## config.mk

```make
export PLATFORM = sky130hd
export DESIGN_NAME = frsq_seed
export DESIGN_NICKNAME = d
export VERILOG_FILES = /design/src/hw/rtl/frsq_pkg.sv /design/src/hw/rtl/frsq_seed.sv
export SDC_FILE = /design/constraint.sdc
export NUM_CORES = 1
export LEC_CHECK = 0
export BUFFER_PORTS_ARGS = -buffer_cell sky130_fd_sc_hd__buf_2
export CORE_MARGIN = 2
export CORE_UTILIZATION = 50
export DETAILED_ROUTE_END_ITERATION = 7
export PLACE_DENSITY = 0.67
export SLEW_MARGIN = 20
export SYNTH_ARGS = -nofsm -noshare
export SYNTH_HDL_FRONTEND = slang
export SYNTH_SLANG_ARGS = --single-unit
```

## constraint.sdc

```tcl
create_clock -name i_clk -period 11.1 [get_ports i_clk]
set_clock_uncertainty 0.2 [all_clocks]
set_input_delay 1.11 -clock i_clk [delete_from_list [all_inputs] [get_ports i_clk]]
set_output_delay 1.11 -clock i_clk [all_outputs]
set_load 0.01 [all_outputs]
```

## src/hw/rtl/frsq_pkg.sv

```systemverilog
// package: lane type, cell op codes and single-precision arithmetic
package frsq_pkg;

    localparam logic [31:0] MAGIC_GUESS = 32'h5f3759df;
    localparam logic [31:0] CANON_QNAN  = 32'h7fc00000;
    localparam logic [31:0] FP_HALF     = 32'h3f000000;
    localparam logic [31:0] FP_ONE_P5   = 32'h3fc00000;
    localparam int          NUM_CELLS   = 12;

    typedef logic [1:0] t_op;
    localparam t_op OP_MUL_XY = 2'd0;  // w = x2 * y
    localparam t_op OP_MUL_WY = 2'd1;  // w = w * y
    localparam t_op OP_SUB    = 2'd2;  // w = 1.5 - w
    localparam t_op OP_MUL_YW = 2'd3;  // y = y * w

    typedef struct packed {
        logic [31:0] x2;
        logic [31:0] y;
        logic [31:0] w;
    } t_lane;

    function automatic t_op cell_op(input int idx);
        logic [1:0] k;
        k = idx[1:0];
        return t_op'(k);
    endfunction

    function automatic logic [5:0] lzc51(input logic [50:0] v);
        logic [5:0] n;
        n = 6'd51;
        for (int i = 0; i < 51; i++) begin
            if (v[i]) begin
                n = 6'(50 - i);
            end
        end
        return n;
    endfunction

    // n has its leading one at bit 50, e is the biased exponent of that bit
    function automatic logic [31:0] round_pack(input logic s, input logic signed [11:0] e,
                                               input logic [50:0] n);
        logic [11:0] sh;
        logic [50:0] m;
        logic [50:0] mask;
        logic        lost;
        logic [7:0]  ef;
        logic [23:0] mant;
        logic        g;
        logic        st;
        logic        up;
        logic [30:0] r;
        if (e >= 12'sd255) begin
            return {s, 8'hff, 23'd0};
        end
        if (e < 12'sd1) begin
            sh = 12'(12'sd1 - e);
            if (sh >= 12'd51) begin
                m    = '0;
                lost = |n;
            end else begin
                mask = ~({51{1'b1}} << sh[5:0]);
                m    = n >> sh[5:0];
                lost = |(n & mask);
            end
            ef = 8'd0;
        end else begin
            m    = n;
            lost = 1'b0;
            ef   = 8'(e - 12'sd1);
        end
        mant = m[50:27];
        g    = m[26];
        st   = (|m[25:0]) | lost;
        up   = g & (st | mant[0]);
        r    = {ef, 23'd0} + {7'd0, mant} + {30'd0, up};
        return {s, r};
    endfunction

    function automatic logic [31:0] fp_mul(input logic [31:0] a, input logic [31:0] b);
        logic        s;
        logic        an, bn, ai, bi, az, bz;
        logic [23:0] ma, mb;
        logic [7:0]  xa, xb;
        logic [47:0] p;
        logic [5:0]  lz;
        logic [50:0] n;
        logic signed [11:0] e;
        s  = a[31] ^ b[31];
        an = (a[30:23] == 8'hff) && (a[22:0] != '0);
        bn = (b[30:23] == 8'hff) && (b[22:0] != '0);
        ai = (a[30:23] == 8'hff) && (a[22:0] == '0);
        bi = (b[30:23] == 8'hff) && (b[22:0] == '0);
        az = (a[30:0] == '0);
        bz = (b[30:0] == '0);
        ma = {a[30:23] != 8'd0, a[22:0]};
        mb = {b[30:23] != 8'd0, b[22:0]};
        xa = (a[30:23] == 8'd0) ? 8'd1 : a[30:23];
        xb = (b[30:23] == 8'd0) ? 8'd1 : b[30:23];
        if (an || bn || (ai && bz) || (bi && az)) begin
            return CANON_QNAN;
        end
        if (ai || bi) begin
            return {s, 8'hff, 23'd0};
        end
        if (az || bz) begin
            return {s, 31'd0};
        end
        p  = ma * mb;
        lz = lzc51({p, 3'b000});
        n  = {p, 3'b000} << lz;
        e  = 12'($signed({4'd0, xa})) + 12'($signed({4'd0, xb})) - 12'sd126
             - 12'($signed({6'd0, lz}));
        return round_pack(s, e, n);
    endfunction

    // a - b
    function automatic logic [31:0] fp_sub(input logic [31:0] a, input logic [31:0] b);
        logic [31:0] c;
        logic        an, cn, ai, ci, az, cz;
        logic [23:0] ma, mc, mbig, msml;
        logic [7:0]  xa, xc, xbig, xsml, d;
        logic        sbig, swap;
        logic [50:0] aa, bf, bb, mask, sum, n;
        logic        st;
        logic [5:0]  lz;
        logic signed [11:0] e;
        c  = {~b[31], b[30:0]};
        an = (a[30:23] == 8'hff) && (a[22:0] != '0);
        cn = (c[30:23] == 8'hff) && (c[22:0] != '0);
        ai = (a[30:23] == 8'hff) && (a[22:0] == '0);
        ci = (c[30:23] == 8'hff) && (c[22:0] == '0);
        az = (a[30:0] == '0);
        cz = (c[30:0] == '0);
        ma = {a[30:23] != 8'd0, a[22:0]};
        mc = {c[30:23] != 8'd0, c[22:0]};
        xa = (a[30:23] == 8'd0) ? 8'd1 : a[30:23];
        xc = (c[30:23] == 8'd0) ? 8'd1 : c[30:23];
        if (an || cn || (ai && ci && (a[31] != c[31]))) begin
            return CANON_QNAN;
        end
        if (ai) begin
            return a;
        end
        if (ci) begin
            return c;
        end
        if (az && cz) begin
            return {a[31] & c[31], 31'd0};
        end
        swap = (xa < xc) || ((xa == xc) && (ma < mc));
        mbig = swap ? mc : ma;
        msml = swap ? ma : mc;
        xbig = swap ? xc : xa;
        xsml = swap ? xa : xc;
        sbig = swap ? c[31] : a[31];
        d    = xbig - xsml;
        aa   = {1'b0, mbig, 26'd0};
        bf   = {1'b0, msml, 26'd0};
        if (d >= 8'd51) begin
            bb = '0;
            st = |msml;
        end else begin
            mask = ~({51{1'b1}} << d[5:0]);
            bb   = bf >> d[5:0];
            st   = |(bf & mask);
        end
        bb  = bb | {50'd0, st};
        sum = (a[31] == c[31]) ? (aa + bb) : (aa - bb);
        if (sum == '0) begin
            return 32'd0;
        end
        lz = lzc51(sum);
        n  = sum << lz;
        e  = 12'($signed({4'd0, xbig})) + 12'sd1 - 12'($signed({6'd0, lz}));
        return round_pack(sbig, e, n);
    endfunction

endpackage

```

## src/hw/rtl/frsq_seed.sv

```systemverilog
// first stage: halves the input and forms the magic-constant guess
module frsq_seed (
    input  logic                 i_clk,
    input  logic                 i_rst_n,
    input  logic                 i_valid,
    input  logic [31:0]          i_value_bits,
    output logic                 o_ready,
    output logic                 o_valid,
    output frsq_pkg::t_lane      o_lane,
    input  logic                 i_ready
);
    logic            r_valid;
    frsq_pkg::t_lane r_lane;
    frsq_pkg::t_lane n_lane;
    logic [31:0]     w_half;

    assign o_ready = !r_valid || i_ready;
    assign w_half  = {i_value_bits[31], i_value_bits[31:1]};

    always_comb begin
        n_lane.x2 = frsq_pkg::fp_mul(i_value_bits, frsq_pkg::FP_HALF);
        n_lane.y  = frsq_pkg::MAGIC_GUESS - w_half;
        n_lane.w  = '0;
    end

    always_ff @(posedge i_clk) begin
        if (!i_rst_n) begin
            r_valid <= 1'b0;
        end else if (o_ready) begin
            r_valid <= i_valid;
        end
    end

    always_ff @(posedge i_clk) begin
        if (o_ready && i_valid) begin
            r_lane <= n_lane;
        end
    end

    assign o_valid = r_valid;
    assign o_lane  = r_lane;
endmodule

```

==> reports/results.txt <==
Multi-input logic area - 7350 um2
Rel. slew slack - 0.304
Fmax - 117 MHz
Layout area overhead - 7.98%
Nature of the critical path startpoint - input pin
H-Tree Depth - 3
Critical Path RT - 10980 ps
Die width - 145 um
Slew @ Worst Pin - 1040 ps
Die area - 21200 um2
Slowest CP cell - a41o_1
Unique masters post-synth - 116
Crit path buf inv count - 3
Sequential fraction of the synthesis area - 0.194
Post-DP HPWL - 30800 um
CP Class - input pin to flop
Die Y - 145 um
CTS tree - done
EDFF count, synth - 64
Resized Gates After CTS - 0
Fill cells - 1915
DR WL/cell - 25.0 um
Static leakage - 3.99 nW
Port Buffers - 101
Grt ovf - 0
Status - complete, no violations
CTS sink cnt - 65
Max-Cap Viols - 0
Post-synth top area share - 0.192
CTS root buf - clkbuf_16
Ant diodes - 0
Top cells by count, synth - nand2_1, nor2_1, a21oi_1
Vias in the first global route - 10456
Syn Area/Cell - 7.53 um2
Max Transition Viols Final - 0
YS warnings - 0
# DRC - 0
Setup violations, final - 0
Mapped cell area - 10000 um2
Post-route cell area - 10800 um2
IO Pins - 134
Placed cell area - 10500 um2
Post-route ant nets - 0
Critical path fanouts, max - 24
Maximum vdd ir drop - 0.0775 mV
Max incr delay on CP - 750 ps
Number of CTS-inserted buffers - 9
Register area - 1940 um2
Worst-Skew Late Latency - 350 ps
Reg clk slew, reported paths - 60 ps
WL final - 40900 um
Data arrival time of the critical path - 8450 ps
First-pass GRT wire length - 62900 um
Yosys reg bits - 65
GP Congestion - 1.06
PwrDens - 106 nW/um2
HP Class - flop to flop
Crit path capture type - flop
Clk buf depth - 2
Ranking of synthesized cells by area - edfxtp_1, nand2_1, nor2_1, a21oi_1, o21ai_0
Vias/cell - 7.13
Syn Inst Count - 1329
Vias - 11665
Layout cell share with drive strength beyond 1 - 0.168
DRT Pass-1 Iters - 8
Cell family with most CP delay - simple AND/OR/NAND/NOR gates
Main synth FF type - edfxtp_1
Drt initial violations - 1818
Nets - 1419
Hold Violations, Final - 0
Post-CTS setup buffers - 0
Fin crit share - 0.772
Initial antenna violation count - 0
Async S/R FF share, synth - 0
# rows - 51
Core area - 19500 um2
Pin count of the biggest net entering global routing - 65
Leading area contributor after synthesis - edfxtp_1
Cts hold-fix bufs - 0
Crit path cell chain - buf_2, or4_1, o221a_4, o32ai_4, buf_4, nor2_1, ha_2, nor4_1, nor4_1, a221oi_2, nand2_1, a32oi_1, a41o_1, nand2_1, or3_4, a211oi_1, o22ai_1, inv_1, ha_1, and4bb_1, and4_1, and3_4, and4_1, a311oi_2
Final Critical Period - 8570 ps
All-layer global routing usage - 0.374
Final TNS setup - 0 ps
Initial Util - 0.512
RSZ-0062 raised after global routing - false
Top-count cell post-synth - nand2_1
-- metal layers --
layer	GRT usage	vias to the layer above	routed length (um)
met4	0.133	0	1820
met2	0.550	972	17100
li1	-	5169	-
met5	0	-	0
met1	0.534	5363	16600
met3	0.0912	161	5340
-- flip-flops by register name (all words and copies together), names as in the netlist --
name and cells:
o_lane 64, o_valid 1
-- power by group --
group / total [mW] / internal [mW] / switching (mW)
clock: 0.346 / 0.222 / 0.124
combinational: 0.494 / 0.153 / 0.341
sequential: 0.301 / 0.296 / 0.00415
total: 1.14 / 0.672 / 0.469
-- kinds of logic (layout without fill, tap and decap cells) --
| logic type | Yosys count | count (layout) | synth area share |
|---|---|---|---|
| and+or+nand+nor | 536 | 536 | 0.275 |
| AOI/OAI and AO/OA | 463 | 463 | 0.343 |
| buffers and inverters | 167 | 179 | 0.0844 |
| DFF | 65 | 65 | 0.194 |
| xor gates and xnor gates | 45 | 45 | 0.0415 |
| muxes | 36 | 36 | 0.0408 |
| adders and majority gates | 16 | 16 | 0.0200 |
| other | 1 | 32 | 0.000375 |
-- per-stage QoR --
stage / hold WS (ps) / setup slack [ps] / util / total power [mW] / cells
6_report: 327 / 2530 / 0.553 / 1.14 / 1637
5_1_grt: 388 / 2120 / 0.553 / 1.19 / 1637
4_1_cts: 331 / 2740 / 0.553 / 1.12 / 1637
3_5_place_dp: 319 / 2380 / 0.535 / 0.776 / 1621
3_3_place_gp: 313 / 2640 / 0.535 / 0.784 / 1621
2_1_floorplan: 410 / 2490 / - / 0.641 / 1360
-- worst paths after layout --
kind	start	to	slack, ps	cells past startpoint
worst min register to register	o_valid$_SDFFE_PN0N_	o_valid$_SDFFE_PN0N_	330	2
worst min-delay path	o_valid$_SDFFE_PN0N_	o_valid$_SDFFE_PN0N_	330	2
worst max-delay path	i_value_bits[8]	o_lane[92]$_SDFFCE_PP1P_	2530	24
worst max register to register	o_valid$_SDFFE_PN0N_	o_lane[69]$_SDFFCE_PP0P_	9320	3
-- worst register-to-register path: stages, from the launching register on --
cell and delay (ps):
dfxtp_1 310, nand2b_1 80, and2_2 140, buf_4 630
-- placed cells by master, fill, tap and decap left out, types with 10 or more instances in the layout --
cell / count
nand2_1: 132
nor2_1: 121
buf_2: 101
a21oi_1: 81
o21ai_0: 75
nand3_1: 64
edfxtp_1: 64
nor3_1: 52
inv_1: 36
conb_1: 32
mux2i_1: 28
a211oi_1: 27
o211ai_1: 24
xnor2_1: 24
buf_4: 24
o22ai_1: 22
nor4_1: 19
a31oi_1: 19
xor2_1: 19
and3_1: 17
nand4_1: 17
o31ai_1: 16
and2_1: 16
ha_1: 15
nor2b_1: 11
nand2b_1: 11
o21ai_1: 11
o2111ai_1: 11
o32ai_1: 11
or2_2: 10
or3_1: 10
o21a_1: 10
o221ai_1: 10
-- layout make-up --
cell class                 instances  share of cell area
clock inverter                     7              0.0116
clock buffer                       9              0.0208
tap                              265              0.0307
timing repair buffer             125              0.0635
inverter                          38              0.0132
sequential                        65               0.180
multi-input combinational       1128               0.680
(Power assumes the default switching activity.)
