==> config.mk <==
export PLATFORM = sky130hd
export DESIGN_NAME = frsq_cell
export DESIGN_NICKNAME = d
export VERILOG_FILES = /design/src/hw/rtl/frsq_pkg.sv /design/src/hw/rtl/frsq_cell.sv
export SDC_FILE = /design/constraint.sdc
export NUM_CORES = 2
export LEC_CHECK = 0
export ABC_CLOCK_PERIOD_IN_PS = 24500
export BUFFER_PORTS_ARGS = -buffer_cell sky130_fd_sc_hd__buf_2
export CAP_MARGIN = 20
export CELL_PAD_IN_SITES_DETAIL_PLACEMENT = 1
export CELL_PAD_IN_SITES_GLOBAL_PLACEMENT = 1
export CORE_ASPECT_RATIO = 0.7
export CORE_MARGIN = 2
export CORE_UTILIZATION = 54
export CTS_BUF_LIST = sky130_fd_sc_hd__clkbuf_8
export CTS_CLUSTER_DIAMETER = 40
export DETAILED_ROUTE_END_ITERATION = 16
export PLACE_DENSITY = 0.88
export SYNTH_ARGS = -nofsm -noshare
export SYNTH_HDL_FRONTEND = slang
export SYNTH_SLANG_ARGS = --single-unit
==> constraint.sdc <==
create_clock -name i_clk -period 24.5 [get_ports i_clk]
set_clock_uncertainty 0.2 [all_clocks]
set_input_delay 1.225 -clock i_clk [delete_from_list [all_inputs] [get_ports i_clk]]
set_output_delay 1.225 -clock i_clk [all_outputs]
set_load 0.005 [all_outputs]
==> src/hw/rtl/frsq_pkg.sv <==
// package: lane type, cell op codes and single-precision arithmetic
package frsq_pkg;

    localparam logic [31:0] MAGIC_GUESS = 32'h5f3759df;
    localparam logic [31:0] CANON_QNAN  = 32'h7fc00000;
    localparam logic [31:0] FP_HALF     = 32'h3f000000;
    localparam logic [31:0] FP_ONE_P5   = 32'h3fc00000;
    localparam int          NUM_CELLS   = 12;

    typedef logic [1:0] t_op;
    localparam t_op OP_MUL_XY = 2'd0;  // w = x2 * y
    localparam t_op OP_MUL_WY = 2'd1;  // w = w * y
    localparam t_op OP_SUB    = 2'd2;  // w = 1.5 - w
    localparam t_op OP_MUL_YW = 2'd3;  // y = y * w

    typedef struct packed {
        logic [31:0] x2;
        logic [31:0] y;
        logic [31:0] w;
    } t_lane;

    function automatic t_op cell_op(input int idx);
        logic [1:0] k;
        k = idx[1:0];
        return t_op'(k);
    endfunction

    function automatic logic [5:0] lzc51(input logic [50:0] v);
        logic [5:0] n;
        n = 6'd51;
        for (int i = 0; i < 51; i++) begin
            if (v[i]) begin
                n = 6'(50 - i);
            end
        end
        return n;
    endfunction

    // n has its leading one at bit 50, e is the biased exponent of that bit
    function automatic logic [31:0] round_pack(input logic s, input logic signed [11:0] e,
                                               input logic [50:0] n);
        logic [11:0] sh;
        logic [50:0] m;
        logic [50:0] mask;
        logic        lost;
        logic [7:0]  ef;
        logic [23:0] mant;
        logic        g;
        logic        st;
        logic        up;
        logic [30:0] r;
        if (e >= 12'sd255) begin
            return {s, 8'hff, 23'd0};
        end
        if (e < 12'sd1) begin
            sh = 12'(12'sd1 - e);
            if (sh >= 12'd51) begin
                m    = '0;
                lost = |n;
            end else begin
                mask = ~({51{1'b1}} << sh[5:0]);
                m    = n >> sh[5:0];
                lost = |(n & mask);
            end
            ef = 8'd0;
        end else begin
            m    = n;
            lost = 1'b0;
            ef   = 8'(e - 12'sd1);
        end
        mant = m[50:27];
        g    = m[26];
        st   = (|m[25:0]) | lost;
        up   = g & (st | mant[0]);
        r    = {ef, 23'd0} + {7'd0, mant} + {30'd0, up};
        return {s, r};
    endfunction

    function automatic logic [31:0] fp_mul(input logic [31:0] a, input logic [31:0] b);
        logic        s;
        logic        an, bn, ai, bi, az, bz;
        logic [23:0] ma, mb;
        logic [7:0]  xa, xb;
        logic [47:0] p;
        logic [5:0]  lz;
        logic [50:0] n;
        logic signed [11:0] e;
        s  = a[31] ^ b[31];
        an = (a[30:23] == 8'hff) && (a[22:0] != '0);
        bn = (b[30:23] == 8'hff) && (b[22:0] != '0);
        ai = (a[30:23] == 8'hff) && (a[22:0] == '0);
        bi = (b[30:23] == 8'hff) && (b[22:0] == '0);
        az = (a[30:0] == '0);
        bz = (b[30:0] == '0);
        ma = {a[30:23] != 8'd0, a[22:0]};
        mb = {b[30:23] != 8'd0, b[22:0]};
        xa = (a[30:23] == 8'd0) ? 8'd1 : a[30:23];
        xb = (b[30:23] == 8'd0) ? 8'd1 : b[30:23];
        if (an || bn || (ai && bz) || (bi && az)) begin
            return CANON_QNAN;
        end
        if (ai || bi) begin
            return {s, 8'hff, 23'd0};
        end
        if (az || bz) begin
            return {s, 31'd0};
        end
        p  = ma * mb;
        lz = lzc51({p, 3'b000});
        n  = {p, 3'b000} << lz;
        e  = 12'($signed({4'd0, xa})) + 12'($signed({4'd0, xb})) - 12'sd126
             - 12'($signed({6'd0, lz}));
        return round_pack(s, e, n);
    endfunction

    // a - b
    function automatic logic [31:0] fp_sub(input logic [31:0] a, input logic [31:0] b);
        logic [31:0] c;
        logic        an, cn, ai, ci, az, cz;
        logic [23:0] ma, mc, mbig, msml;
        logic [7:0]  xa, xc, xbig, xsml, d;
        logic        sbig, swap;
        logic [50:0] aa, bf, bb, mask, sum, n;
        logic        st;
        logic [5:0]  lz;
        logic signed [11:0] e;
        c  = {~b[31], b[30:0]};
        an = (a[30:23] == 8'hff) && (a[22:0] != '0);
        cn = (c[30:23] == 8'hff) && (c[22:0] != '0);
        ai = (a[30:23] == 8'hff) && (a[22:0] == '0);
        ci = (c[30:23] == 8'hff) && (c[22:0] == '0);
        az = (a[30:0] == '0);
        cz = (c[30:0] == '0);
        ma = {a[30:23] != 8'd0, a[22:0]};
        mc = {c[30:23] != 8'd0, c[22:0]};
        xa = (a[30:23] == 8'd0) ? 8'd1 : a[30:23];
        xc = (c[30:23] == 8'd0) ? 8'd1 : c[30:23];
        if (an || cn || (ai && ci && (a[31] != c[31]))) begin
            return CANON_QNAN;
        end
        if (ai) begin
            return a;
        end
        if (ci) begin
            return c;
        end
        if (az && cz) begin
            return {a[31] & c[31], 31'd0};
        end
        swap = (xa < xc) || ((xa == xc) && (ma < mc));
        mbig = swap ? mc : ma;
        msml = swap ? ma : mc;
        xbig = swap ? xc : xa;
        xsml = swap ? xa : xc;
        sbig = swap ? c[31] : a[31];
        d    = xbig - xsml;
        aa   = {1'b0, mbig, 26'd0};
        bf   = {1'b0, msml, 26'd0};
        if (d >= 8'd51) begin
            bb = '0;
            st = |msml;
        end else begin
            mask = ~({51{1'b1}} << d[5:0]);
            bb   = bf >> d[5:0];
            st   = |(bf & mask);
        end
        bb  = bb | {50'd0, st};
        sum = (a[31] == c[31]) ? (aa + bb) : (aa - bb);
        if (sum == '0) begin
            return 32'd0;
        end
        lz = lzc51(sum);
        n  = sum << lz;
        e  = 12'($signed({4'd0, xbig})) + 12'sd1 - 12'($signed({6'd0, lz}));
        return round_pack(sbig, e, n);
    endfunction

endpackage

==> src/hw/rtl/frsq_cell.sv <==
// one newton cell: a single float operation on the lane, registered
module frsq_cell (
    input  logic                 i_clk,
    input  logic                 i_rst_n,
    input  frsq_pkg::t_op        i_op,
    input  logic                 i_valid,
    input  frsq_pkg::t_lane      i_lane,
    output logic                 o_ready,
    output logic                 o_valid,
    output frsq_pkg::t_lane      o_lane,
    input  logic                 i_ready
);
    logic            r_valid;
    frsq_pkg::t_lane r_lane;
    frsq_pkg::t_lane n_lane;

    assign o_ready = !r_valid || i_ready;

    always_comb begin
        n_lane = i_lane;
        unique case (i_op)
            frsq_pkg::OP_MUL_XY: n_lane.w = frsq_pkg::fp_mul(i_lane.x2, i_lane.y);
            frsq_pkg::OP_MUL_WY: n_lane.w = frsq_pkg::fp_mul(i_lane.w, i_lane.y);
            frsq_pkg::OP_SUB:    n_lane.w = frsq_pkg::fp_sub(frsq_pkg::FP_ONE_P5, i_lane.w);
            frsq_pkg::OP_MUL_YW: n_lane.y = frsq_pkg::fp_mul(i_lane.y, i_lane.w);
            default:             n_lane = i_lane;
        endcase
    end

    always_ff @(posedge i_clk) begin
        if (!i_rst_n) begin
            r_valid <= 1'b0;
        end else if (o_ready) begin
            r_valid <= i_valid;
        end
    end

    always_ff @(posedge i_clk) begin
        if (o_ready && i_valid) begin
            r_lane <= n_lane;
        end
    end

    assign o_valid = r_valid;
    assign o_lane  = r_lane;
endmodule

==> flow_summary.json, run 1 <==
{
  "status": "stopped before the end",
  "stop_stage": "global routing (5_1_grt)",
  "firstError": "[ERROR GRT-0116] Global routing finished with congestion. Check the congestion regions in the DRC Viewer.",
  "synth_edf_count": 96,
  "yosysWarnings": 0,
  "grt_pass1_vias": 123000,
  "htreeDepth": 3,
  "initial_core_util": 0.546,
  "grt_use_total": 0.883,
  "hold_buffers": 0,
  "grt_pass1_wl_um": 1010000,
  "avgSynthCellArea_um2": 7.50,
  "die_y_um": 333,
  "synthArstFlopShare": 0,
  "post-cts-setup-buffer-count": 0,
  "synth_largest_area_cell": "fa_1",
  "synth_top_area_share": 0.232,
  "rows": 120,
  "synth_area_leaders": "fa_1 23%, and2_1 8.3%, ha_1 7.3%",
  "cts_buffers": 9,
  "clock-root-buffer": "clkbuf_8",
  "dp_hpwl_um": 398000,
  "cts_buffer_depth": 2,
  "yosysSeqAreaShare": 0.0347,
  "synth-seq-cells": 97,
  "yosysUniqueCellTypes": 132,
  "grt_start_max_net_pins": 71,
  "die_w_um": 474,
  "synth_flop_cell": "edfxtp_1",
  "grt_overflow": 1994,
  "portBuffers": 199,
  "boundaryPins": 200,
  "synth_cells": 11100,
  "synthTopCellsByCount": "1261 x inv_1, 1113 x and2_1, 970 x fa_1",
  "synth_area_um2": 83600,
  "place_congestion": 1.19,
  "synth.most_common_cell": "inv_1",
  "cts_resized": 0,
  "clock-sinks": 97
}
## through the flow
step / instance area, um^2 / worst slack [ns] / cells
after CTS: 86200 / 4.51 / 12900
after detailed placement: 86000 / 4.35 / 12900
after global placement: 86000 / 4.80 / 12900
after floorplan: 83700 / 7.33 / 11100
## kinds of logic after synthesis
group | Yosys count | share of synthesized area
AND/OR/NAND/NOR | 4042 | 0.249
AO/OA/AOI/OAI | 2943 | 0.247
buffers and inverters | 2040 | 0.0949
adder cells (fa/ha/maj) | 1458 | 0.305
multiplexers | 290 | 0.0404
XOR/XNOR | 275 | 0.0289
flip-flops | 97 | 0.0347
other | 1 | 0.0000448
## routing by layer
metal | GRT overflow | GRT usage
met3 | 218 | 0.813
met1 | 255 | 0.895
met4 | 552 | 0.828
met2 | 951 | 0.970
met5 | 18 | 0.670
==> run 2: changes to the inputs <==
==> config.mk (replaced) <==
export PLATFORM = sky130hd
export DESIGN_NAME = frsq_cell
export DESIGN_NICKNAME = d
export VERILOG_FILES = /design/src/hw/rtl/frsq_pkg.sv /design/src/hw/rtl/frsq_cell.sv
export SDC_FILE = /design/constraint.sdc
export NUM_CORES = 2
export LEC_CHECK = 0
export ABC_CLOCK_PERIOD_IN_PS = 24500
export BUFFER_PORTS_ARGS = -buffer_cell sky130_fd_sc_hd__buf_2
export CAP_MARGIN = 20
export CORE_MARGIN = 2
export CORE_UTILIZATION = 40
export DETAILED_ROUTE_END_ITERATION = 16
export PLACE_DENSITY_LB_ADDON = 0.15
export SYNTH_ARGS = -nofsm -noshare
export SYNTH_HDL_FRONTEND = slang
export SYNTH_SLANG_ARGS = --single-unit
==> run 2 against run 1 <==
The flow now finishes without violations. Synthesized area unchanged. Synthesized cell count unchanged.
==> flow_summary.json, run 2 <==
{
  "grt_overflow": 0,
  "clock-sinks": 97,
  "cpPeakStageDelay_ns": 0.90,
  "die_y_um": 461,
  "cp.depth": 56,
  "synth_area_leaders": "fa_1 23%, and2_1 8.3%, ha_1 7.3%",
  "drc": 0,
  "tightest_slew_ns": 1.27,
  "hold_buffers": 0,
  "synth.most_common_cell": "inv_1",
  "finalCritPeriodShare": 0.831,
  "grt_pass1_vias": 87700,
  "htreeDepth": 3,
  "grt_start_max_net_pins": 69,
  "slew_headroom": 0.151,
  "synthArstFlopShare": 0,
  "coreArea_um2": 207000,
  "synth_top_area_share": 0.232,
  "clock-root-buffer": "clkbuf_16",
  "portBuffers": 199,
  "drt_iter0_drc": 12200,
  "tns_ns": 0,
  "status": "complete, no violations",
  "num_vias": 89900,
  "crit_arrival_ns": 20.40,
  "wirelength_um": 422000,
  "place_congestion": 1.04,
  "r2r_start": "o_valid",
  "yosysSeqAreaShare": 0.0347,
  "critPathLaunch": "i_lane[59]",
  "synthTopCellsByCount": "1261 x inv_1, 1113 x and2_1, 970 x fa_1",
  "via_per_inst": 6.57,
  "final_common_cell": "inv_1",
  "yosysUniqueCellTypes": 132,
  "worstHoldPathCells": 2,
  "synth_largest_area_cell": "fa_1",
  "dieArea_um2": 213000,
  "largest_register_ffs": 96,
  "crit_top_cell": "fa_1",
  "slew_violations": 0,
  "dp_hpwl_um": 324000,
  "crit_family": "simple AND/OR/NAND/NOR gates",
  "clk_pin_slew_ns": 0.09,
  "antenna_found_initial": 31,
  "cp_max_fo": 61,
  "grt_use_total": 0.388,
  "critPathSlowestCell": "nor4_1",
  "cts_tree": "built",
  "die_w_um": 461,
  "cts_resized": 0,
  "cp_data_required_time_ns": 24.54,
  "critPathKind": "input port to flip-flop",
  "avgSynthCellArea_um2": 7.50,
  "period_needed_ns": 20.36,
  "synth_area_um2": 83600,
  "post-cts-setup-buffer-count": 0,
  "hold_violations": 0,
  "synth_flop_cell": "edfxtp_1",
  "syn2layout_area_growth_pct": 4.77,
  "rsz0062_at_grt": "false",
  "grt_pass1_wl_um": 615000,
  "hold_class": "flip-flop to flip-flop",
  "initial_core_util": 0.403,
  "rows": 167,
  "finalSetupViolCount": 0,
  "boundaryPins": 200,
  "synth_cells": 11100,
  "dpl_cell_area_um2": 87200,
  "clk_latency_ns": 0.47,
  "drv_cap": 0,
  "max_clock_freq_ghz": 0.0491,
  "cp-start-kind": "input port",
  "cts_buffer_depth": 2,
  "fin_nets": 12400,
  "drt_pre_antenna_iters": 8,
  "cts_buffers": 9,
  "crit_path_end_kind": "flip-flop",
  "ant_nets": 0,
  "reg2regPathDepth": 4,
  "critPathBufInv": 11,
  "final_area_um2": 87600,
  "synth_edf_count": 96,
  "drive_gt1_frac": 0.0745,
  "post_drt_wl_per_cell_um": 30.8,
  "synth-seq-cells": 97,
  "yosysWarnings": 0,
  "most-common-layout-cells": "1260 x inv_1, 1112 x and2_1, 968 x fa_1",
  "min_from": "o_valid"
}
-- run 2: cell counts after synthesis --
Identical to the previous run, type by type.
-- run 2: worst min-delay path: stages, from the launching register on --
cell	delay (ns)
dfxtp_1	0.32
nand2b_1	0.10
a21boi_0	0.09
-- run 2: cells by family after synthesis --
logic type | after synthesis | synth area share
AO/OA/AOI/OAI | 2943 | 0.247
XOR/XNOR | 275 | 0.0289
adder cells (fa/ha/maj) | 1458 | 0.305
buffers and inverters | 2040 | 0.0949
flip-flops | 97 | 0.0347
multiplexers | 290 | 0.0404
other | 1 | 0.0000448
AND/OR/NAND/NOR | 4042 | 0.249
-- run 2: cell type report --
| type | count | area (um^2) |
|---|---|---|
| well taps | 2788 | 3490 |
| inverters | 1279 | 4800 |
| clock buffers | 9 | 225 |
| multi-input cells | 9011 | 72900 |
| fillers | 21700 | 120000 |
| repair buffers | 485 | 3150 |
| clock inverters | 7 | 86.3 |
| diodes | 17 | 42.5 |
| flip-flops and latches | 97 | 2900 |
-- run 2: final timing paths --
kind | slack, ns | to
max | 4.14 | o_lane[18]
min | 0.35 | o_valid
max reg2reg | 21.77 | o_lane[70]
min reg2reg | 0.35 | o_valid
-- run 2: metrics by stage --
stage	hold WS [ns]	setup slack [ns]	utilization	instances
CTS	0.354	4.42	0.422	13700
global route	0.405	3.15	0.422	13700
floorplan	0.337	7.33	-	11100
global placement	0.317	4.24	0.420	13600
detailed placement	0.341	3.96	0.420	13600
finish	0.354	4.14	0.422	13700
-- run 2: metal layers --
layer | global-route usage | part of all wire | up-vias
li1 | - | - | 38500
met1 | 0.536 | 0.42 | 44800
met2 | 0.564 | 0.41 | 5599
met3 | 0.0941 | 0.11 | 1006
met4 | 0.185 | 0.055 | 12
met5 | 0 | 0.00021 | -
Power of run 2 is not shown: default switching activity piles up to over one toggle a cycle in this logic, so the estimate is an artifact.
